===== src/sv/rls_pkg.sv =====
`timescale 1ns / 1ps

package rls_pkg;

    // sector geometry
    localparam int SECTOR_BYTES = 4096;
    localparam int OFS_W        = $clog2(SECTOR_BYTES + 1);
    localparam int IDX_W        = 4;
    localparam int OUT_OFS_W    = 13;

    // record layout
    localparam logic [31:0]      REC_MAGIC   = 32'h3153_4652;
    localparam logic [15:0]      REC_VERSION = 16'd1;
    localparam logic [15:0]      REC_SIZE    = 16'd16;
    localparam logic [IDX_W-1:0] HDR_BYTES   = 4'd8;
    localparam logic [IDX_W-1:0] VOL_POS     = 4'd8;
    localparam logic [IDX_W-1:0] THEME_POS   = 4'd9;
    localparam logic [IDX_W-1:0] CRC_BYTES   = 4'd12;
    localparam logic [IDX_W-1:0] LAST_POS    = 4'd15;
    localparam logic [7:0]       VOLUME_MAX  = 8'd100;
    localparam logic [7:0]       ERASED_BYTE = 8'hFF;

    // crc-32, reflected form
    localparam logic [31:0] CRC_POLY = 32'hEDB8_8320;
    localparam logic [31:0] CRC_INIT = 32'hFFFF_FFFF;

    // configuration register map
    localparam int CFG_IDX_W  = 1;
    localparam int CFG_DATA_W = 8;
    localparam logic [CFG_IDX_W-1:0] REG_DEFAULT_VOLUME = 1'd0;
    localparam logic [CFG_IDX_W-1:0] REG_DEFAULT_THEME  = 1'd1;
    localparam logic [6:0] DEFAULT_VOLUME_RST = 7'd50;
    localparam logic [7:0] DEFAULT_THEME_RST  = 8'd0;

    typedef enum logic [1:0] {
        ST_VALID   = 2'd0,
        ST_ERASED  = 2'd1,
        ST_CORRUPT = 2'd2,
        ST_FULL    = 2'd3
    } status_t;

    // per-record classification, seen with the byte that is being taken
    typedef struct packed {
        logic       last;
        logic       erased;
        logic       good;
        logic [7:0] vol_byte;
        logic [7:0] theme_byte;
    } rec_info_t;

    function automatic logic [31:0] crc_byte(input logic [31:0] crc, input logic [7:0] b);
        logic [31:0] c;
        c = crc ^ {24'd0, b};
        for (int k = 0; k < 8; k++)
        begin
            c = c[0] ? ((c >> 1) ^ CRC_POLY) : (c >> 1);
        end
        return c;
    endfunction

    // expected header bytes 0..7, little-endian fields
    function automatic logic [7:0] header_byte(input logic [2:0] i);
        logic [7:0] v;
        case (i)
            3'd0:    v = REC_MAGIC[7:0];
            3'd1:    v = REC_MAGIC[15:8];
            3'd2:    v = REC_MAGIC[23:16];
            3'd3:    v = REC_MAGIC[31:24];
            3'd4:    v = REC_VERSION[7:0];
            3'd5:    v = REC_VERSION[15:8];
            3'd6:    v = REC_SIZE[7:0];
            default: v = REC_SIZE[15:8];
        endcase
        return v;
    endfunction

endpackage


===== src/sv/rls_in_if.sv =====
`timescale 1ns / 1ps

interface rls_in_if;
    logic       valid;
    logic       ready;
    logic [7:0] flash_byte;
    logic       restart;

    modport source (output valid, output flash_byte, output restart, input ready);
    modport sink   (input valid, input flash_byte, input restart, output ready);
endinterface


===== src/sv/rls_out_if.sv =====
`timescale 1ns / 1ps

interface rls_out_if;
    logic        valid;
    logic        ready;
    logic [1:0]  record_status;
    logic        scan_done;
    logic        found_any;
    logic [6:0]  volume_out;
    logic [7:0]  theme_out;
    logic [12:0] next_offset;
    logic        compact_needed;

    modport source (output valid, output record_status, output scan_done, output found_any,
                    output volume_out, output theme_out, output next_offset,
                    output compact_needed, input ready);
    modport sink   (input valid, input record_status, input scan_done, input found_any,
                    input volume_out, input theme_out, input next_offset,
                    input compact_needed, output ready);
endinterface


===== src/sv/settings_record_log_scanner.sv =====
`timescale 1ns / 1ps

// channel    dir  handshake      payload
// byte_in    in   valid/ready    flash_byte[7:0], restart
// result     out  valid/ready    record_status, scan_done, found_any, volume_out,
//                                theme_out, next_offset[12:0], compact_needed
// cfg        in   cfg_we         cfg_index[0], cfg_data[7:0] (write only)
//
// one byte per cycle sustained; a result is registered in the result register once
// the byte input register has passed on the sixteenth byte of a record
// the byte input register and the result register form the two stages; the
// per-byte crc step is one unrolled byte-wide xor network
// rst_n clears all control state asynchronously; defaults return to 50 and 0
// a stalled result holds the pipeline; bytes that give no result keep flowing
// while the result register is empty or being drained

module settings_record_log_scanner (
    input  logic                            clk,
    input  logic                            rst_n,
    rls_in_if.sink                          byte_in,
    rls_out_if.source                       result,
    input  logic                            cfg_we,
    input  logic [rls_pkg::CFG_IDX_W-1:0]   cfg_index,
    input  logic [rls_pkg::CFG_DATA_W-1:0]  cfg_data
);
    import rls_pkg::*;

    // configuration registers
    logic [6:0] def_vol_reg;
    logic [7:0] def_theme_reg;

    // input register stage
    logic       s1_valid_reg, s1_valid_next;
    logic [7:0] s1_byte_reg;
    logic       s1_restart_reg;

    // scan state
    logic [OFS_W-1:0] ofs_reg, ofs_next;
    logic [6:0]       cur_vol_reg, cur_vol_next;
    logic [7:0]       cur_theme_reg, cur_theme_next;
    logic             found_reg, found_next;
    logic             compact_reg, compact_next;
    logic             done_reg, done_next;

    // result register
    logic             out_valid_reg, out_valid_next;
    status_t          out_status_reg, out_status_next;
    logic [OFS_W-1:0] out_ofs_reg, out_ofs_next;
    logic             out_done_reg, out_found_reg, out_compact_reg;
    logic [6:0]       out_vol_reg;
    logic [7:0]       out_theme_reg;

    logic             advance;
    logic             process;
    logic             step;
    logic             emit;
    logic [OFS_W-1:0] ofs_eff, ofs_plus;
    logic             sector_full;
    logic [31:0]      ofs_wide;
    rec_info_t        info;

    // result register is free or is being drained this cycle
    assign advance       = !out_valid_reg || result.ready;
    assign process       = s1_valid_reg && advance;
    assign byte_in.ready = !s1_valid_reg || advance;

    // bytes after the end of a scan are dropped until a restart
    assign step = process && (s1_restart_reg || !done_reg);
    assign emit = step && info.last;

    rls_record_acc u_acc (
        .clk        (clk),
        .rst_n      (rst_n),
        .step       (step),
        .clear      (s1_restart_reg),
        .flash_byte (s1_byte_reg),
        .info       (info)
    );

    assign ofs_eff     = s1_restart_reg ? '0 : ofs_reg;
    assign ofs_plus    = ofs_eff + OFS_W'(REC_SIZE);
    assign sector_full = (ofs_plus >= OFS_W'(SECTOR_BYTES));

    always_comb
    begin
        s1_valid_next   = s1_valid_reg;
        ofs_next        = ofs_reg;
        cur_vol_next    = cur_vol_reg;
        cur_theme_next  = cur_theme_reg;
        found_next      = found_reg;
        compact_next    = compact_reg;
        done_next       = done_reg;
        out_valid_next  = out_valid_reg;
        out_status_next = out_status_reg;
        out_ofs_next    = out_ofs_reg;

        if (advance)
        begin
            out_valid_next = 1'b0;
        end
        if (byte_in.ready)
        begin
            s1_valid_next = byte_in.valid;
        end

        if (process && s1_restart_reg)
        begin
            // restart picks up whatever defaults stand now
            ofs_next       = '0;
            cur_vol_next   = def_vol_reg;
            cur_theme_next = def_theme_reg;
            found_next     = 1'b0;
            compact_next   = 1'b0;
            done_next      = 1'b0;
        end

        if (emit)
        begin
            out_valid_next = 1'b1;
            if (info.erased)
            begin
                out_status_next = ST_ERASED;
                done_next       = 1'b1;
                ofs_next        = ofs_eff;
            end
            else if (!info.good)
            begin
                out_status_next = ST_CORRUPT;
                done_next       = 1'b1;
                compact_next    = 1'b1;
                ofs_next        = ofs_eff;
            end
            else
            begin
                cur_vol_next   = info.vol_byte[6:0];
                cur_theme_next = (info.theme_byte == ERASED_BYTE) ? def_theme_reg
                                                                  : info.theme_byte;
                found_next     = 1'b1;
                ofs_next       = ofs_plus;
                if (sector_full)
                begin
                    out_status_next = ST_FULL;
                    done_next       = 1'b1;
                    compact_next    = 1'b1;
                end
                else
                begin
                    out_status_next = ST_VALID;
                end
            end
            out_ofs_next = ofs_next;
        end
    end

    always_ff @(posedge clk or negedge rst_n)
    begin
        if (!rst_n)
        begin
            def_vol_reg    <= DEFAULT_VOLUME_RST;
            def_theme_reg  <= DEFAULT_THEME_RST;
            s1_valid_reg   <= 1'b0;
            ofs_reg        <= '0;
            cur_vol_reg    <= DEFAULT_VOLUME_RST;
            cur_theme_reg  <= DEFAULT_THEME_RST;
            found_reg      <= 1'b0;
            compact_reg    <= 1'b0;
            done_reg       <= 1'b0;
            out_valid_reg  <= 1'b0;
        end
        else
        begin
            if (cfg_we)
            begin
                case (cfg_index)
                    REG_DEFAULT_VOLUME: def_vol_reg   <= cfg_data[6:0];
                    REG_DEFAULT_THEME:  def_theme_reg <= cfg_data;
                    default:            ;
                endcase
            end
            s1_valid_reg  <= s1_valid_next;
            ofs_reg       <= ofs_next;
            cur_vol_reg   <= cur_vol_next;
            cur_theme_reg <= cur_theme_next;
            found_reg     <= found_next;
            compact_reg   <= compact_next;
            done_reg      <= done_next;
            out_valid_reg <= out_valid_next;
        end
    end

    // payload registers
    always_ff @(posedge clk)
    begin
        if (byte_in.ready && byte_in.valid)
        begin
            s1_byte_reg    <= byte_in.flash_byte;
            s1_restart_reg <= byte_in.restart;
        end
        out_status_reg <= out_status_next;
        out_ofs_reg    <= out_ofs_next;
        if (emit)
        begin
            out_done_reg    <= done_next;
            out_found_reg   <= found_next;
            out_vol_reg     <= cur_vol_next;
            out_theme_reg   <= cur_theme_next;
            out_compact_reg <= compact_next;
        end
    end

    // result field keeps the low bits of the offset
    assign ofs_wide = 32'(out_ofs_reg);

    assign result.valid          = out_valid_reg;
    assign result.record_status  = out_status_reg;
    assign result.scan_done      = out_done_reg;
    assign result.found_any      = out_found_reg;
    assign result.volume_out     = out_vol_reg;
    assign result.theme_out      = out_theme_reg;
    assign result.next_offset    = ofs_wide[OUT_OFS_W-1:0];
    assign result.compact_needed = out_compact_reg;

endmodule


===== src/sv/rls_record_acc.sv =====
`timescale 1ns / 1ps

module rls_record_acc (
    input  logic              clk,
    input  logic              rst_n,
    input  logic              step,
    input  logic              clear,
    input  logic [7:0]        flash_byte,
    output rls_pkg::rec_info_t info
);
    import rls_pkg::*;

    logic [IDX_W-1:0] idx_reg, idx_next, idx_eff;
    logic [31:0]      crc_reg, crc_next, crc_eff, crc_upd;
    logic             hdr_reg, hdr_next, hdr_eff, hdr_upd;
    logic             erased_reg, erased_next, erased_eff, erased_upd;
    logic [31:0]      stored_reg, stored_next, stored_eff, stored_upd;
    logic [7:0]       vol_reg, vol_next, vol_eff, vol_upd;
    logic [7:0]       theme_reg, theme_next, theme_eff, theme_upd;
    logic             last;

    // a restart byte sees freshly cleared accumulators
    always_comb
    begin
        idx_eff    = clear ? '0 : idx_reg;
        crc_eff    = clear ? CRC_INIT : crc_reg;
        hdr_eff    = clear ? 1'b1 : hdr_reg;
        erased_eff = clear ? 1'b1 : erased_reg;
        stored_eff = clear ? '0 : stored_reg;
        vol_eff    = clear ? '0 : vol_reg;
        theme_eff  = clear ? '0 : theme_reg;
    end

    always_comb
    begin
        erased_upd = erased_eff & (flash_byte == ERASED_BYTE);
        crc_upd    = (idx_eff < CRC_BYTES) ? crc_byte(crc_eff, flash_byte) : crc_eff;
        hdr_upd    = hdr_eff;
        vol_upd    = vol_eff;
        theme_upd  = theme_eff;
        stored_upd = stored_eff;
        if (idx_eff < HDR_BYTES)
        begin
            hdr_upd = hdr_eff & (flash_byte == header_byte(idx_eff[2:0]));
        end
        else if (idx_eff == VOL_POS)
        begin
            vol_upd = flash_byte;
            hdr_upd = hdr_eff & (flash_byte <= VOLUME_MAX);
        end
        else if (idx_eff == THEME_POS)
        begin
            theme_upd = flash_byte;
        end
        else if (idx_eff >= CRC_BYTES)
        begin
            case (idx_eff[1:0])
                2'd0:    stored_upd[7:0]   = flash_byte;
                2'd1:    stored_upd[15:8]  = flash_byte;
                2'd2:    stored_upd[23:16] = flash_byte;
                default: stored_upd[31:24] = flash_byte;
            endcase
        end
        last = (idx_eff == LAST_POS);
    end

    assign info.last       = last;
    assign info.erased     = erased_upd;
    assign info.good       = hdr_upd && (stored_upd == ~crc_upd);
    assign info.vol_byte   = vol_upd;
    assign info.theme_byte = theme_upd;

    always_comb
    begin
        idx_next    = idx_reg;
        crc_next    = crc_reg;
        hdr_next    = hdr_reg;
        erased_next = erased_reg;
        stored_next = stored_reg;
        vol_next    = vol_reg;
        theme_next  = theme_reg;
        if (step)
        begin
            if (last)
            begin
                idx_next    = '0;
                crc_next    = CRC_INIT;
                hdr_next    = 1'b1;
                erased_next = 1'b1;
                stored_next = '0;
                vol_next    = '0;
                theme_next  = '0;
            end
            else
            begin
                idx_next    = idx_eff + 1'b1;
                crc_next    = crc_upd;
                hdr_next    = hdr_upd;
                erased_next = erased_upd;
                stored_next = stored_upd;
                vol_next    = vol_upd;
                theme_next  = theme_upd;
            end
        end
    end

    always_ff @(posedge clk or negedge rst_n)
    begin
        if (!rst_n)
        begin
            idx_reg    <= '0;
            crc_reg    <= CRC_INIT;
            hdr_reg    <= 1'b1;
            erased_reg <= 1'b1;
            stored_reg <= '0;
            vol_reg    <= '0;
            theme_reg  <= '0;
        end
        else
        begin
            idx_reg    <= idx_next;
            crc_reg    <= crc_next;
            hdr_reg    <= hdr_next;
            erased_reg <= erased_next;
            stored_reg <= stored_next;
            vol_reg    <= vol_next;
            theme_reg  <= theme_next;
        end
    end

endmodule

===== src/flat_wrapper.sv =====
// flat-port wrapper written by rule: the top's interface ports become plain ports
module settings_record_log_scanner_flat import rls_pkg::*;
  (clk, rst_n, cfg_we, cfg_index, cfg_data, byte_in_valid, byte_in_flash_byte, byte_in_restart, byte_in_ready, result_valid, result_record_status, result_scan_done, result_found_any, result_volume_out, result_theme_out, result_next_offset, result_compact_needed, result_ready);
  rls_in_if byte_in_i ();
  rls_out_if result_i ();
  input  logic clk;
  input  logic rst_n;
  input  logic cfg_we;
  input  logic [rls_pkg::CFG_IDX_W-1:0] cfg_index;
  input  logic [rls_pkg::CFG_DATA_W-1:0] cfg_data;
  input wire logic [$bits(byte_in_i.valid)-1:0] byte_in_valid;
  input wire logic [$bits(byte_in_i.flash_byte)-1:0] byte_in_flash_byte;
  input wire logic [$bits(byte_in_i.restart)-1:0] byte_in_restart;
  output wire logic [$bits(byte_in_i.ready)-1:0] byte_in_ready;
  output wire logic [$bits(result_i.valid)-1:0] result_valid;
  output wire logic [$bits(result_i.record_status)-1:0] result_record_status;
  output wire logic [$bits(result_i.scan_done)-1:0] result_scan_done;
  output wire logic [$bits(result_i.found_any)-1:0] result_found_any;
  output wire logic [$bits(result_i.volume_out)-1:0] result_volume_out;
  output wire logic [$bits(result_i.theme_out)-1:0] result_theme_out;
  output wire logic [$bits(result_i.next_offset)-1:0] result_next_offset;
  output wire logic [$bits(result_i.compact_needed)-1:0] result_compact_needed;
  input wire logic [$bits(result_i.ready)-1:0] result_ready;
  assign byte_in_i.valid = byte_in_valid;
  assign byte_in_i.flash_byte = byte_in_flash_byte;
  assign byte_in_i.restart = byte_in_restart;
  assign byte_in_ready = byte_in_i.ready;
  assign result_valid = result_i.valid;
  assign result_record_status = result_i.record_status;
  assign result_scan_done = result_i.scan_done;
  assign result_found_any = result_i.found_any;
  assign result_volume_out = result_i.volume_out;
  assign result_theme_out = result_i.theme_out;
  assign result_next_offset = result_i.next_offset;
  assign result_compact_needed = result_i.compact_needed;
  assign result_i.ready = result_ready;
  settings_record_log_scanner u_core (.clk(clk), .rst_n(rst_n), .byte_in(byte_in_i), .result(result_i), .cfg_we(cfg_we), .cfg_index(cfg_index), .cfg_data(cfg_data));
endmodule

===== config.mk =====
export PLATFORM = sky130hd
export DESIGN_NAME = settings_record_log_scanner_flat
export DESIGN_NICKNAME = d
export VERILOG_FILES = /design/src/sv/rls_pkg.sv /design/src/sv/rls_in_if.sv /design/src/sv/rls_out_if.sv /design/src/sv/settings_record_log_scanner.sv /design/src/sv/rls_record_acc.sv /design/src/flat_wrapper.sv
export SDC_FILE = /design/constraint.sdc
export NUM_CORES = 1
export LEC_CHECK = 0
export ABC_AREA = 1
export BUFFER_PORTS_ARGS = -buffer_cell sky130_fd_sc_hd__buf_2
export CORE_MARGIN = 2
export CORE_UTILIZATION = 45
export CTS_CLUSTER_SIZE = 24
export DETAILED_ROUTE_END_ITERATION = 6
export PLACE_DENSITY_LB_ADDON = 0.12
export SYNTH_ARGS = -nofsm -noshare
export SYNTH_HDL_FRONTEND = slang
export SYNTH_SLANG_ARGS = --single-unit

===== constraint.sdc =====
create_clock -name clk -period 4.21 [get_ports clk]
set_clock_uncertainty 0.1 [all_clocks]
set_input_delay 0.421 -clock clk [delete_from_list [all_inputs] [get_ports clk]]
set_output_delay 0.421 -clock clk [all_outputs]
set_load 0.1 [all_outputs]

== Word level (Yosys, flattened, before mapping) ==
Index checks and enable logic that the tools add are counted.

* Bits of input ports: 23
* Output and inout bits: 35
* Logic and storage cells: 152
* Register bits: 176

* Reductions and logical operators: 19
* $lt $le $gt $ge: 5
* Eq/ne operators: 14
* Add/sub/neg operators: 2
* Mux-type cells: 72
* Bitwise logic cells: 14

{| class="wikitable"
|+ Operator list
! cell !! count
|-
| 32-bit 2-to-1 mux || 17
|-
| 8-bit 2-to-1 mux || 19
|-
| 13-bit NOT with 14-bit output || 8
|-
| 13-bit 2-to-1 mux || 5
|-
| 7-bit case mux with 6 select lines || 1
|-
| 32-bit equality test || 1
|-
| 32-bit NOT || 1
|-
| 32-bit by 8-bit bitwise XOR with 32-bit output || 1
|-
| 7-bit 2-to-1 mux || 4
|-
| 1-bit 2-to-1 mux || 22
|-
| 8-bit equality test (second input constant) || 2
|-
| 13-bit by 5-bit adder with 13-bit output (second input constant) || 1
|-
| 13-bit >= comparator (second input constant) || 1
|-
| 4-bit equality test (second input constant) || 3
|-
| 8-bit equality test || 1
|-
| 8-bit by 7-bit less-or-equal comparator with 1-bit output (second input constant) || 1
|-
| 4-bit < comparator (second input constant) || 2
|-
| 4-bit 2-to-1 mux || 2
|-
| 3-bit by 2-bit equality test with 1-bit output (second input constant) || 2
|-
| 3-bit equality test (second input constant) || 2
|-
| 1-bit logical AND || 6
|-
| 4-bit by 1-bit adder with 4-bit output (second input constant) || 1
|-
| 4-bit >= comparator (second input constant) || 1
|-
| 2-bit 2-to-1 mux || 2
|-
| other kinds (12) || 20
|}

== Depth between registers and ports, before layout ==
Gate-level depths: netlist of the first run.

* Depth in word-level cells: 25
* Depth in mapped cells: 27
* Depth with buffers taken out: 25

== Modules after synthesis ==
From an unflattened synthesis of the first run, not the netlist that was laid out.

* Cell total of the unflattened synthesis: 1444
* Area, all modules: 10488.8 um2

{| class="wikitable"
|+ Modules (own cells, without submodules)
! module !! sequential area each (um2) !! area an instance (um2) !! instances !! cells an instance
|-
| rls_record_acc || 2194.6 || 6757.7 || 1 || 1066
|-
| settings_record_log_scanner || 2469.9 || 3731.1 || 1 || 378
|}

== Least setup slack after synthesis of the first run ==
OpenSTA, ideal clock, no wires.

* Path type: register -> register
* Start point: register u_core.s1_restart_reg
* End point: register u_core.out_theme_reg[3] (netlist: u_core.result.theme_out[3]), data pin
* Library setup time: 261 ps
* Clock period less this slack: 3364 ps
* Cell stages (with the launch flop): 26
* Buffers on the path: 4
* Data required time: 3849 ps
* Path slack: 846 ps
* Data arrival time: 3003 ps
* Path through: edfxtp_1 > buf_6 > buf_4 > nor2_1 > inv_1 > ha_1 > nand2_1 > buf_2 > nand3_1 > o21ai_0 > inv_1 > nand3_1 > nand2_1 > clkinv_1 > nand2_1 > nor2_1 > nand2_1 > nor2_1 > nand3_1 > nor2_4 > nand2_2 > inv_2 > nand2_2 > buf_6 > nand2_1 > o21ai_2

* Word-level cells in the longest chain between the ends: 23
* Elaborated cells between the ends (all ways): 72
* Classes of those cells: order compare: 3; eq/ne: 13; mux: 35; bitwise: 13; reduce/logical: 8

{| class="wikitable"
|+ RTL lines
! what !! line !! RTL
|-
| from (decl) || settings_record_log_scanner.sv:35 || <nowiki>logic s1_restart_reg;</nowiki>
|-
| from (signal assigned) || settings_record_log_scanner.sv:197 || <nowiki>s1_restart_reg <= byte_in.restart;</nowiki>
|-
| 32-bit 2-to-1 mux || rls_record_acc.sv:26 || <nowiki>crc_eff = clear ? CRC_INIT : crc_reg;</nowiki>
|-
| 32-bit by 8-bit bitwise XOR with 32-bit output || rls_pkg.sv:53 || <nowiki>c = crc ^ {24'd0, b};</nowiki>
|-
| 13-bit NOT with 14-bit output (no source line) || -- ||
|-
| 32-bit 2-to-1 mux || rls_pkg.sv:56 || <nowiki>c = c[0] ? ((c >> 1) ^ CRC_POLY) : (c >> 1);</nowiki>
|-
| 32-bit 2-to-1 mux or 13-bit NOT with 14-bit output (tied branches) || -- ||
|-
| 13-bit NOT with 14-bit output (no source line) or 32-bit 2-to-1 mux (tied branches) || -- ||
|-
| 32-bit 2-to-1 mux || rls_pkg.sv:56 ||
|-
| 13-bit NOT with 14-bit output (no source line) || -- ||
|-
| [... 8 more ...] || -- ||
|-
| 32-bit 2-to-1 mux || rls_record_acc.sv:37 || <nowiki>crc_upd = (idx_eff < CRC_BYTES) ? crc_byte(crc_eff, flash_byte) : crc_eff;</nowiki>
|-
| 32-bit NOT || rls_record_acc.sv:69 || <nowiki>assign info.good = hdr_upd && (stored_upd == ~crc_upd);</nowiki>
|-
| 32-bit equality test || rls_record_acc.sv:69 ||
|-
| 1-bit logical AND || rls_record_acc.sv:69 ||
|-
| 8-bit 2-to-1 mux || settings_record_log_scanner.sv:126 || <nowiki>else if (!info.good)</nowiki>
|-
| 8-bit 2-to-1 mux || settings_record_log_scanner.sv:120 || <nowiki>if (info.erased)</nowiki>
|-
| 8-bit 2-to-1 mux (*) || settings_record_log_scanner.sv:117 || <nowiki>if (emit)</nowiki>
|-
| net u_core.cur_theme_next[3] || settings_record_log_scanner.sv:40 || <nowiki>logic [7:0] cur_theme_reg, cur_theme_next;</nowiki>
|-
| to (signal assigned) || settings_record_log_scanner.sv:206 || <nowiki>out_theme_reg <= cur_theme_next;</nowiki>
|-
| to (decl) || settings_record_log_scanner.sv:51 || <nowiki>logic [7:0] out_theme_reg;</nowiki>
|}

Mark *: on every way through the listed nets, which the timed path passes. The rest lies on a longest branch. The select of a mux whose other input is x is not followed.
A chain may end at the register's enable or synchronous reset.

== Final worst setup path of the first run ==
* Start point: register u_core.s1_restart_reg
* End point: register u_core.out_vol_reg[2] (netlist: u_core.result.volume_out[2]), data pin

* Word-level cells in the longest chain between the ends: 23
* Elaborated cells between the ends (all ways): 69
* Classes of those cells: order compare: 3; eq/ne: 12; mux: 33; bitwise: 13; reduce/logical: 8

{| class="wikitable"
|+ RTL lines
! what !! line !! RTL
|-
| 32-bit 2-to-1 mux || rls_record_acc.sv:26 ||
|-
| 32-bit by 8-bit bitwise XOR with 32-bit output || rls_pkg.sv:53 ||
|-
| 13-bit NOT with 14-bit output (no source line) || -- ||
|-
| 32-bit 2-to-1 mux || rls_pkg.sv:56 ||
|-
| 32-bit 2-to-1 mux or 13-bit NOT with 14-bit output (tied branches) || -- ||
|-
| 13-bit NOT with 14-bit output (no source line) or 32-bit 2-to-1 mux (tied branches) || -- ||
|-
| 32-bit 2-to-1 mux || rls_pkg.sv:56 ||
|-
| 13-bit NOT with 14-bit output (no source line) || -- ||
|-
| [... 8 more ...] || -- ||
|-
| 32-bit 2-to-1 mux || rls_record_acc.sv:37 ||
|-
| 32-bit NOT || rls_record_acc.sv:69 ||
|-
| 32-bit equality test || rls_record_acc.sv:69 ||
|-
| 1-bit logical AND || rls_record_acc.sv:69 ||
|-
| 7-bit 2-to-1 mux || settings_record_log_scanner.sv:126 ||
|-
| 7-bit 2-to-1 mux || settings_record_log_scanner.sv:120 ||
|-
| 7-bit 2-to-1 mux (*) || settings_record_log_scanner.sv:117 ||
|-
| net u_core.cur_vol_next[2] || settings_record_log_scanner.sv:39 || <nowiki>logic [6:0] cur_vol_reg, cur_vol_next;</nowiki>
|-
| to (signal assigned) || settings_record_log_scanner.sv:205 || <nowiki>out_vol_reg <= cur_vol_next;</nowiki>
|-
| to (decl) || settings_record_log_scanner.sv:50 || <nowiki>logic [6:0] out_vol_reg;</nowiki>
|}

Marks and branches as above.

==> results of run 1 <==
area by class of cell:
class,count,area [um^2],share of cell area
repair buffers,92,568,0.0469
diodes,1,2.50,0.000207
clock inverters,15,206,0.0170
clock buffers,17,425,0.0351
multi-input cells,1076,5140,0.424
well taps,319,399,0.0330
inverters,194,731,0.0603
flip-flops and latches,175,4640,0.383
stage by stage:
step / area [um^2] / total power [mW] / setup WS [ns]
final: 12100 / 5.96 / 0.393
after global routing: 12100 / 6.31 / -0.0114
after CTS: 12100 / 5.93 / 0.355
after detailed placement: 11400 / 4.26 / 0.380
after global placement: 11400 / 4.26 / 0.355
after floorplan: 10800 / 3.63 / 0.846
cell usage in the layout (no fill, tap or decap), types with 8 or more instances in the layout:
cell type / n
inv_1: 182
dfstp_2: 40
xor2_1: 8
a31oi_1: 8
buf_4: 31
ha_1: 8
nor2_1: 94
nand2_2: 26
o21ai_0: 115
a22oi_1: 23
nand4_1: 21
o21ai_1: 14
nand2_4: 8
clkbuf_16: 17
dfrtp_1: 93
o21ai_2: 8
buf_2: 56
nand3_1: 145
nand3b_1: 13
nand2_1: 519
o22ai_1: 13
clkinv_8: 8
edfxtp_1: 42
worst paths after layout:
check	from	slack, ns	to	cells past startpoint
max	u_core.s1_restart_reg$_DFFE_PP_	0.39	u_core.result.volume_out[2]$_DFFE_PP_	21
min	byte_in_flash_byte[1]	0.05	u_core.s1_byte_reg[1]$_DFFE_PP_	1
max reg2reg	u_core.s1_restart_reg$_DFFE_PP_	0.39	u_core.result.volume_out[2]$_DFFE_PP_	21
min reg2reg	u_core.ofs_reg[5]$_DFFE_PN0P_	0.39	u_core.ofs_reg[5]$_DFFE_PN0P_	2
max in group asynchronous	rst_n	2.51	u_core.def_vol_reg[4]$_DFFE_PN1P_	3
min in group asynchronous	rst_n	0.50	u_core.u_acc.stored_reg[3]$_DFFE_PN0P_	2
per-layer routing:
metal	up-vias	track usage	share of wire
li1	4935	-	-
met1	4694	0.390	0.46
met2	382	0.400	0.43
met3	61	0.0590	0.081
met4	0	0.0913	0.028
met5	-	0	0
cell families after synthesis:
family,count (synthesis),share of synthesized area
buffers and inverters,249,0.0961
AND/OR/NAND/NOR,854,0.346
flip-flops,175,0.430
XOR/XNOR,11,0.00893
adder cells (fa/ha/maj),8,0.00927
AO/OA/AOI/OAI,195,0.102
multiplexers,8,0.00753
power by group through the flow:
stage	Combinational, mW	Clock [mW]	Sequential, mW
after floorplan	1.48	0	2.15
after global placement	2.05	0	2.21
after detailed placement	2.05	0	2.21
after CTS	2.06	1.69	2.18
after global routing	2.35	1.75	2.21
final	2.11	1.67	2.18
timing repair:
action,in CTS,in global routing
hold buffers,1,0
gates resized for setup,0,9
setup endpoints to repair,0,15
hold endpoints to repair,9,0
critical path, cell delays in order (launching register included):
cell and delay [ns]:
edfxtp_1 0.53, inv_4 0.24, buf_4 0.21, buf_4 0.21, nand2_1 0.12, nand3b_1 0.18, nand2_1 0.11, nand2_1 0.08
nand2_1 0.12, nand2_1 0.06, nand2_1 0.12, o21ai_0 0.10, nor2_1 0.13, nand3_1 0.09, nor2_1 0.11, nand2_1 0.06
nor2_1 0.13, nand2_1 0.09, nor2_2 0.19, nand3_4 0.15, nor2_8 0.28, o21ai_1 0.13
==> out/qor.yml, run 1 <==
critPathKind: "reg2reg"
holdWs_ns: 0.0495
hp-class: "in2reg"
clk_path_buf_depth: 2
cp-start-kind: "flop"
area_growth_pct: 12.2
drv_cap: 0
totalWireLength_mm: 33.6
grt.total_usage: 0.269
root_buffer: "clkbuf_16"
htreeDepth: 4
chipHeight_um: 159
numCtsBuffers: 17
grt-ovfl-total: 0
synth_edf_count: 42
dpl.hpwl_mm: 24.0
start_util: 0.458
antenna_found_initial: 1
total_leakage_power_nw: 6.02
pwr-share-seq: 0.367
ys_seq_area_frac: 0.430
p_int_mw: 3.49
synth_commonest_cells: "nand2_1, inv_1, nand3_1"
ys_ff_latch: 175
nFillCells: 2377
critPathArrivalTime_ns: 3.91
cts.sinks: 175
synthDistinctLibCells: 45
syn_area_per_cell_um2: 7.20
setup_tns_ns: 0
row_count: 56
synth-main-ff-cell: "dfrtp_1"
async_flop_share: 0.760
finalHoldViolCount: 0
synth_warnings: 0
place.gp.congestion: 0.991
vias: 10100
crit_path_end_kind: "flop"
min_period_ns: 3.82
io_pins: 58
yosysMostFrequentCell: "nand2_1"
wl_per_cell_um: 17.8
drive_above_1_share: 0.147
cts_tree: "done"
grt_pass1_wl_mm: 53.0
irDropWorstVdd_mv: 0.326
power.density_mw_per_mm2: 492
setup_viol: 0
portBuffers: 57
first_iter_violations: 840
fin_crit_sh: 0.907
grt_pass1_vias: 9330
synth.area.top_cells: "dfrtp_1, nand2_1, edfxtp_1"
yosysTopAreaCellShare: 0.216
status: "complete, no violations"
vias_per_cell: 5.33
die_w_um: 159
cts_setup_buffers: 0
combPwrFrac: 0.354
synth_top_area_cell: "dfrtp_1"
nets: 1587
dieArea_mm2: 0.0252
grt_max_degree: 87
p_sw_frac: 0.415
finalCoreUtilization: 0.514
p_clk_frac: 0.279
drt_first_pass_iters: 5
grt_setup_unrepaired: "yes"
required_ns: 4.30
fmax_ghz: 0.262
antenna_left: 0
clk_pin_slew_ns: 0.09
core-area_mm2: 0.0235
netlist_instances: 1500
slew_viol_final: 0
stdcell_count: 1889
critPathMaxFanout: 18
drc: 0
syn_nets: 1531
netSwitchingPower_mw: 2.47
clk_latency_ns: 0.45
place_inst: 1855
slew_headroom: 0.417
syn_area_mm2: 0.0108
worstMarginPinSlew_ns: 0.874
Note: power is estimated with default switching activity, not from simulation.
==> run 2, diff against run 1 <==
--- a/config.mk
+++ b/config.mk
@@ -12,6 +12,7 @@
 export CTS_CLUSTER_SIZE = 24
 export DETAILED_ROUTE_END_ITERATION = 6
 export PLACE_DENSITY_LB_ADDON = 0.12
+export RECOVER_POWER = 100
 export SYNTH_ARGS = -nofsm -noshare
 export SYNTH_HDL_FRONTEND = slang
 export SYNTH_SLANG_ARGS = --single-unit
==> out/qor.yml, run 2 (synthesis results as in run 1) <==
chipHeight_um: 159  # unchanged
crit_top_cell: "nand2_1"  # unchanged
slew_viol_final: 87  # was 0
combPwrFrac: 0.354  # about the same
worstMarginPinSlew_ns: 2.35  # was 0.874 ns
die_w_um: 159  # unchanged
power.density_mw_per_mm2: 492  # about the same
vias: 10000  # was 10,100
row_count: 56  # unchanged
nFillCells: 2378  # was 2,377
fin_area_mm2: 0.0121  # about the same
path_delay_family: "simple AND/OR/NAND/NOR gates"  # unchanged
max_stage_delay_ns: 0.53  # about the same
grt_pass1_vias: 9330  # unchanged
totalWireLength_mm: 33.6  # about the same
start_util: 0.458  # unchanged
multiInputGateArea_mm2: 0.00514  # unchanged
drt_first_pass_iters: 6  # was 5
finalHoldViolCount: 0  # unchanged
mostFrequentLayoutCell: "nand2_1"  # unchanged
antenna_found_initial: 1  # unchanged
required_ns: 4.30  # about the same
cts.sinks: 175  # unchanged
hp-class: "in2reg"  # unchanged
antenna_left: 0  # unchanged
path_cells: "inv_4, buf_4, buf_4, nand2_1, nand3b_1, nand2_1, nand2_1, nand2_1, nand2_1, nand2_1, o21ai_0, nor2_1, nand3_1, nor2_1, nand2_1, nor2_1, nand2_1, nor2_2, nand3_4, nor2_8, o21ai_1"  # unchanged
dpl.hpwl_mm: 24.0  # unchanged
io_pins: 58  # unchanged
cts_setup_buffers: 0  # unchanged
critPathMaxFanout: 18  # unchanged
vias_per_cell: 5.32  # was 5.33
fin_crit_sh: 0.908  # was 0.907
irDropWorstVdd_mv: 0.327  # was 0.326 mV
p_int_mw: 3.49  # about the same
grt_max_degree: 87  # unchanged
cts_tree: "done"  # unchanged
area_growth_pct: 12.1  # was 12.2%
pwr-share-seq: 0.366  # was 0.367
status: "complete, but fails checks"  # was complete, no violations
root_buffer: "clkbuf_16"  # unchanged
setup_tns_ns: 0  # unchanged
core-area_mm2: 0.0235  # unchanged
use_met1: 0.390  # unchanged
grt_most_used_layer: "met2"  # unchanged
slew_headroom: -0.564  # was 0.417
grt_use_met3: 0.0590  # unchanged
fmax_ghz: 0.262  # about the same
cp_slowest_cell: "edfxtp_1"  # unchanged
min_period_ns: 3.82  # about the same
drv_cap: 1  # was 0
setup_viol: 0  # unchanged
final_cell_mix: "nand2_1, inv_1, nand3_1"  # unchanged
clk_pin_slew_ns: 0.09  # about the same
drive_above_1_share: 0.145  # was 0.147
dieArea_mm2: 0.0252  # unchanged
gr-usage-met2: 0.400  # unchanged
grt.total_usage: 0.269  # unchanged
first_iter_violations: 840  # unchanged
dpl_cell_area_mm2: 0.0114  # unchanged
drc: 0  # unchanged
grt_setup_unrepaired: "yes"  # unchanged
grt_pass1_wl_mm: 53.0  # unchanged
total_leakage_power_nw: 6.01  # was 6.02 nW
critPathKind: "reg2reg"  # unchanged
clk_latency_ns: 0.45  # about the same
critPathBufInv: 3  # unchanged
portBuffers: 57  # unchanged
netSwitchingPower_mw: 2.47  # about the same
p_clk_frac: 0.280  # was 0.279
stdcell_count: 1889  # unchanged
nets: 1587  # unchanged
wl_per_cell_um: 17.8  # about the same
total_power_mw: 5.96  # about the same
place.gp.congestion: 0.991  # unchanged
place_inst: 1855  # unchanged
numCtsBuffers: 17  # unchanged
htreeDepth: 4  # unchanged
clk_path_buf_depth: 2  # unchanged
critPathArrivalTime_ns: 3.92  # was 3.91 ns
grt-ovfl-total: 0  # unchanged
crit_path_end_kind: "flop"  # unchanged
regArea_mm2: 0.00464  # unchanged
violations: "max-capacitance violations, max-slew violations"
cp-start-kind: "flop"  # unchanged
p_sw_frac: 0.415  # about the same
-- run 2: cell types whose count changed in the layout (fill, tap and decap cells not counted), sizes merged --
cell and change:
buf -1, clkbuf +1
-- run 2: final timing paths --
| check | depth (start not counted) | slack [ns] | startpoint | to |
|---|---|---|---|---|
| setup reg to reg | 21 | 0.39 | u_core.s1_restart_reg$_DFFE_PP_ | u_core.result.volume_out[2]$_DFFE_PP_ |
| max in group asynchronous | 3 | 1.42 | rst_n | u_core.cur_vol_reg[5]$_DFF_PN1_ |
| setup / recovery | 21 | 0.39 | u_core.s1_restart_reg$_DFFE_PP_ | u_core.result.volume_out[2]$_DFFE_PP_ |
| min in group asynchronous | 2 | 1.09 | rst_n | u_core.u_acc.stored_reg[3]$_DFFE_PN0P_ |
| hold / removal | 1 | 0.05 | byte_in_flash_byte[1] | u_core.s1_byte_reg[1]$_DFFE_PP_ |
| hold reg to reg | 2 | 0.39 | u_core.ofs_reg[5]$_DFFE_PN0P_ | u_core.ofs_reg[5]$_DFFE_PN0P_ |
-- run 2: metal layers --
layer  wire length [um]  vias to the layer above  part of all wire
met5                  0                        -                 0
met4                914                        0             0.027
met3               2760                       55             0.082
met2              14300                      378              0.43
met1              15600                     4675              0.46
li1                   -                     4937                 -
-- run 2: worst reg2reg max path, cell delays in order (launching register included) --
cell and delay (ns):
edfxtp_1 0.53, inv_4 0.24, buf_4 0.21, buf_4 0.21, nand2_1 0.12, nand3b_1 0.18, nand2_1 0.11, nand2_1 0.08
nand2_1 0.12, nand2_1 0.06, nand2_1 0.12, o21ai_0 0.10, nor2_1 0.13, nand3_1 0.09, nor2_1 0.11, nand2_1 0.06
nor2_1 0.13, nand2_1 0.09, nor2_2 0.19, nand3_4 0.15, nor2_8 0.29, o21ai_1 0.14
-- run 2: cell type report --
| cell class | count | area share |
|---|---|---|
| Multi-Input combinational cell | 1076 | 0.424 |
| Sequential cell | 175 | 0.383 |
| Inverter | 194 | 0.0604 |
| Timing Repair Buffer | 92 | 0.0464 |
| Clock buffer | 17 | 0.0351 |
| Tap cell | 319 | 0.0330 |
| Clock inverter | 15 | 0.0171 |
| Antenna cell | 1 | 0.000207 |
-- run 2: power by group through the flow --
stage | registers [mW] | clock network (mW) | logic, mW
6_report | 2.18 | 1.67 | 2.11
5_1_grt | 2.20 | 1.75 | 2.35
4_1_cts | 2.18 | 1.69 | 2.06
3_5_place_dp | 2.21 | 0 | 2.05
3_3_place_gp | 2.21 | 0 | 2.05
2_1_floorplan | 2.15 | 0 | 1.48
-- run 2: per-stage QoR --
stage	hold WS (ns)	utilization	setup WS, ns
final	0.0502	0.514	0.388
after global routing	0.0383	0.514	-0.0114
after CTS	0.0387	0.513	0.355
after detailed placement	0.368	0.486	0.380
after global placement	0.362	0.486	0.355
after floorplan	0.0254	-	0.846
-- run 2: timing repair --
action | CTS | global route
hold buffers | 1 | 0
endpoints found under the setup margin | 0 | 15
endpoints found under the hold margin | 9 | 0
gates resized for setup | 0 | 9
==> run 3, diff against run 2 <==
--- a/config.mk
+++ b/config.mk
@@ -11,6 +11,7 @@
 export CORE_UTILIZATION = 45
 export CTS_CLUSTER_SIZE = 24
 export DETAILED_ROUTE_END_ITERATION = 6
+export GPL_TIMING_DRIVEN = 0
 export PLACE_DENSITY_LB_ADDON = 0.12
 export RECOVER_POWER = 100
 export SYNTH_ARGS = -nofsm -noshare
==> out/qor.yml, run 3 (synthesis results as in run 1) <==
vias: 10300  # was 10,000
antenna_cells: 0  # was 1
final_cell_mix: "nand2_1, inv_1, nand3_1"  # unchanged
slew_viol_final: 45  # was 87
crit_top_cell: "nand2_1"  # unchanged
htreeDepth: 4  # unchanged
finalHoldViolCount: 0  # unchanged
violations: "max-capacitance violations, max-slew violations"  # unchanged
drive_above_1_share: 0.120  # was 0.145
worstMarginPinSlew_ns: 2.68  # was 2.35 ns
drv_cap: 1  # unchanged
crit_start: "u_core.s1_byte_reg[3]$_DFFE_PP_"  # was u_core.s1_restart_reg$_DFFE_PP_
critPathMaxFanout: 10  # was 18
slew_headroom: -0.785  # was -0.564
grt_pass1_vias: 9339  # was 9,330
dp_slack_ns: -0.190  # was 0.380 ns
holdWs_ns: 0.0538  # was 0.0502 ns
antenna_left: 0  # unchanged
numCtsBuffers: 17  # unchanged
finalCoreUtilization: 0.516  # was 0.514
power.density_mw_per_mm2: 491  # was 492 mW/mm^2
clk_pin_slew_ns: 0.08  # was 0.09 ns
dieArea_mm2: 0.0252  # unchanged
max_stage_delay_ns: 0.59  # was 0.53 ns
wl_per_cell_um: 18.6  # was 17.8 um
mostFrequentLayoutCell: "nand2_1"  # unchanged
die_w_um: 159  # unchanged
core-area_mm2: 0.0235  # unchanged
root_buffer: "clkbuf_16"  # unchanged
grt.total_usage: 0.281  # was 0.269
r2r-start: "u_core.s1_byte_reg[3]$_DFFE_PP_"  # was u_core.s1_restart_reg$_DFFE_PP_
dpl.hpwl_mm: 26.2  # was 24.0 mm
dpl_cell_area_mm2: 0.0115  # was 0.0114 mm^2
critPathKind: "reg2reg"  # unchanged
fin_area_mm2: 0.0122  # was 0.0121 mm^2
path_cells: "clkinvlp_4, nand3_4, nand2_2, clkinv_1, nand2_1, nand2_2, nand2_1, nand2_1, nand2_1, nand2_1, nand2_1, nand2_1, nand2_1, nand2_1, nand3_1, nor2_1, nand2_1, nor2_4, nand3_4, nor2_8, buf_8, o21ai_1"  # was inv_4, buf_4, buf_4, nand2_1, nand3b_1, nand2_1, nand2_1, nand2_1, nand2_1, nand2_1, o21ai_0, nor2_1, nand3_1, nor2_1, nand2_1, nor2_1, nand2_1, nor2_2, nand3_4, nor2_8, o21ai_1
fmax_ghz: 0.242  # was 0.262 GHz
portBuffers: 57  # unchanged
start_util: 0.458  # unchanged
irDropWorstVdd_mv: 0.265  # was 0.327 mV
clk_latency_ns: 0.44  # was 0.45 ns
grt_setup_unrepaired: "no"  # was yes
total_leakage_power_nw: 5.92  # was 6.01 nW
grt_max_degree: 90  # was 87
required_ns: 4.28  # was 4.30 ns
critPathArrivalTime_ns: 4.20  # was 3.92 ns
clk_path_buf_depth: 2  # unchanged
nets: 1614  # was 1,587
setup_viol: 0  # unchanged
grt-ovfl-total: 0  # unchanged
cts.sinks: 175  # unchanged
total_power_mw: 5.97  # was 5.96 mW
drc: 0  # unchanged
cts_tree: "done"  # unchanged
antenna_found_initial: 0  # was 1
place.gp.congestion: 1.01  # was 0.991
io_pins: 58  # unchanged
crit_path_end_kind: "flop"  # unchanged
worstHoldStart: "byte_in_flash_byte[0]"  # was byte_in_flash_byte[1]
setup_ws_ns: 0.0786  # was 0.388 ns
status: "complete, but fails checks"  # unchanged
grt_pass1_wl_mm: 54.5  # was 53.0 mm
totalWireLength_mm: 35.6  # was 33.6 mm
fin_crit_sh: 0.981  # was 0.908
row_count: 56  # unchanged
drt_first_pass_iters: 7  # was 6
area_growth_pct: 12.6  # was 12.1%
chipHeight_um: 159  # unchanged
cp-start-kind: "flop"  # unchanged
min_period_ns: 4.13  # was 3.82 ns
hp-class: "in2reg"  # unchanged
cp_slowest_cell: "edfxtp_1"  # unchanged
vias_per_cell: 5.40  # was 5.32
nFillCells: 2373  # was 2,378
first_iter_violations: 1011  # was 840
==> run 3: changes by cell type in the layout (fill, tap and decap cells not counted), moves of 3 or more <==
cell,delta
dfstp_2,+3
clkbuf_1,+64
buf_2,-23
buf_6,+3
buf_4,-24
o21ai_2,-3
clkinvlp_4,+3
o21ai_1,+4
dfstp_1,-3
clkinv_8,-4
==> run 3: power breakdown <==
group	switching, mW	internal (mW)	leakage [nW]	total, mW
Sequential	0.139	2.04	2.07	2.18
Clock	0.824	0.811	0.296	1.63
Combinational	1.52	0.635	3.56	2.16
==> run 3: critical path, delay by kind of cell, from the launching register on <==
family	cells	cell delay (ns)
buffers and inverters	3	0.76
DFF	1	0.59
and+or+nand+nor	18	2.32
AOI/OAI and AO/OA	1	0.10
==> run 3: layout make-up <==
type	instances	area, um^2	area share
sequential	175	4640	0.382
buffer	55	310	0.0255
tap	319	399	0.0328
multi-input combinational	1076	5130	0.422
timing repair buffer	64	327	0.0269
inverter	194	739	0.0608
clock inverter	15	181	0.0149
clock buffer	17	425	0.0350
==> run 3: per-layer routing <==
metal  vias to the layer above  global-route usage  routed length [um]
met3                        42              0.0400                2810
met1                      4888               0.424               16500
met2                       421               0.425               15500
met5                         -                   0                   0
li1                       4986                   -                   -
met4                         0              0.0727                 759
==> run 3: path summary, 6_finish.rpt <==
kind | end | slack (ns) | cells past startpoint
worst max-delay path | u_core.result.theme_out[4]$_DFFE_PP_ | 0.08 | 22
worst min-delay path | u_core.s1_byte_reg[0]$_DFFE_PP_ | 0.05 | 1
worst max register to register | u_core.result.theme_out[4]$_DFFE_PP_ | 0.08 | 22
worst min register to register | u_core.ofs_reg[6]$_DFFE_PN0P_ | 0.39 | 2
max in group asynchronous | u_core.cur_theme_reg[3]$_DFF_PN0_ | 1.22 | 2
min in group asynchronous | u_core.u_acc.stored_reg[31]$_DFFE_PN0P_ | 1.26 | 2
==> run 3: repair_timing <==
item / CTS / global route
endpoints found under the hold margin: 34 / 0
hold buffers: 1 / 0
pin swaps: 0 / 1
gates resized for setup: 1 / 14
gates cloned: 0 / 0
endpoints found under the setup margin: 29 / 48
buffers inserted: 1 / 3
==> run 3: stage by stage <==
| stage | cells | setup TNS (ns) |
|---|---|---|
| after floorplan | 1500 | 0 |
| after detailed placement | 1878 | -2.14 |
| after global routing | 1915 | 0 |
| after global placement | 1876 | -25.66 |
| final | 1915 | 0 |
| after CTS | 1912 | 0 |
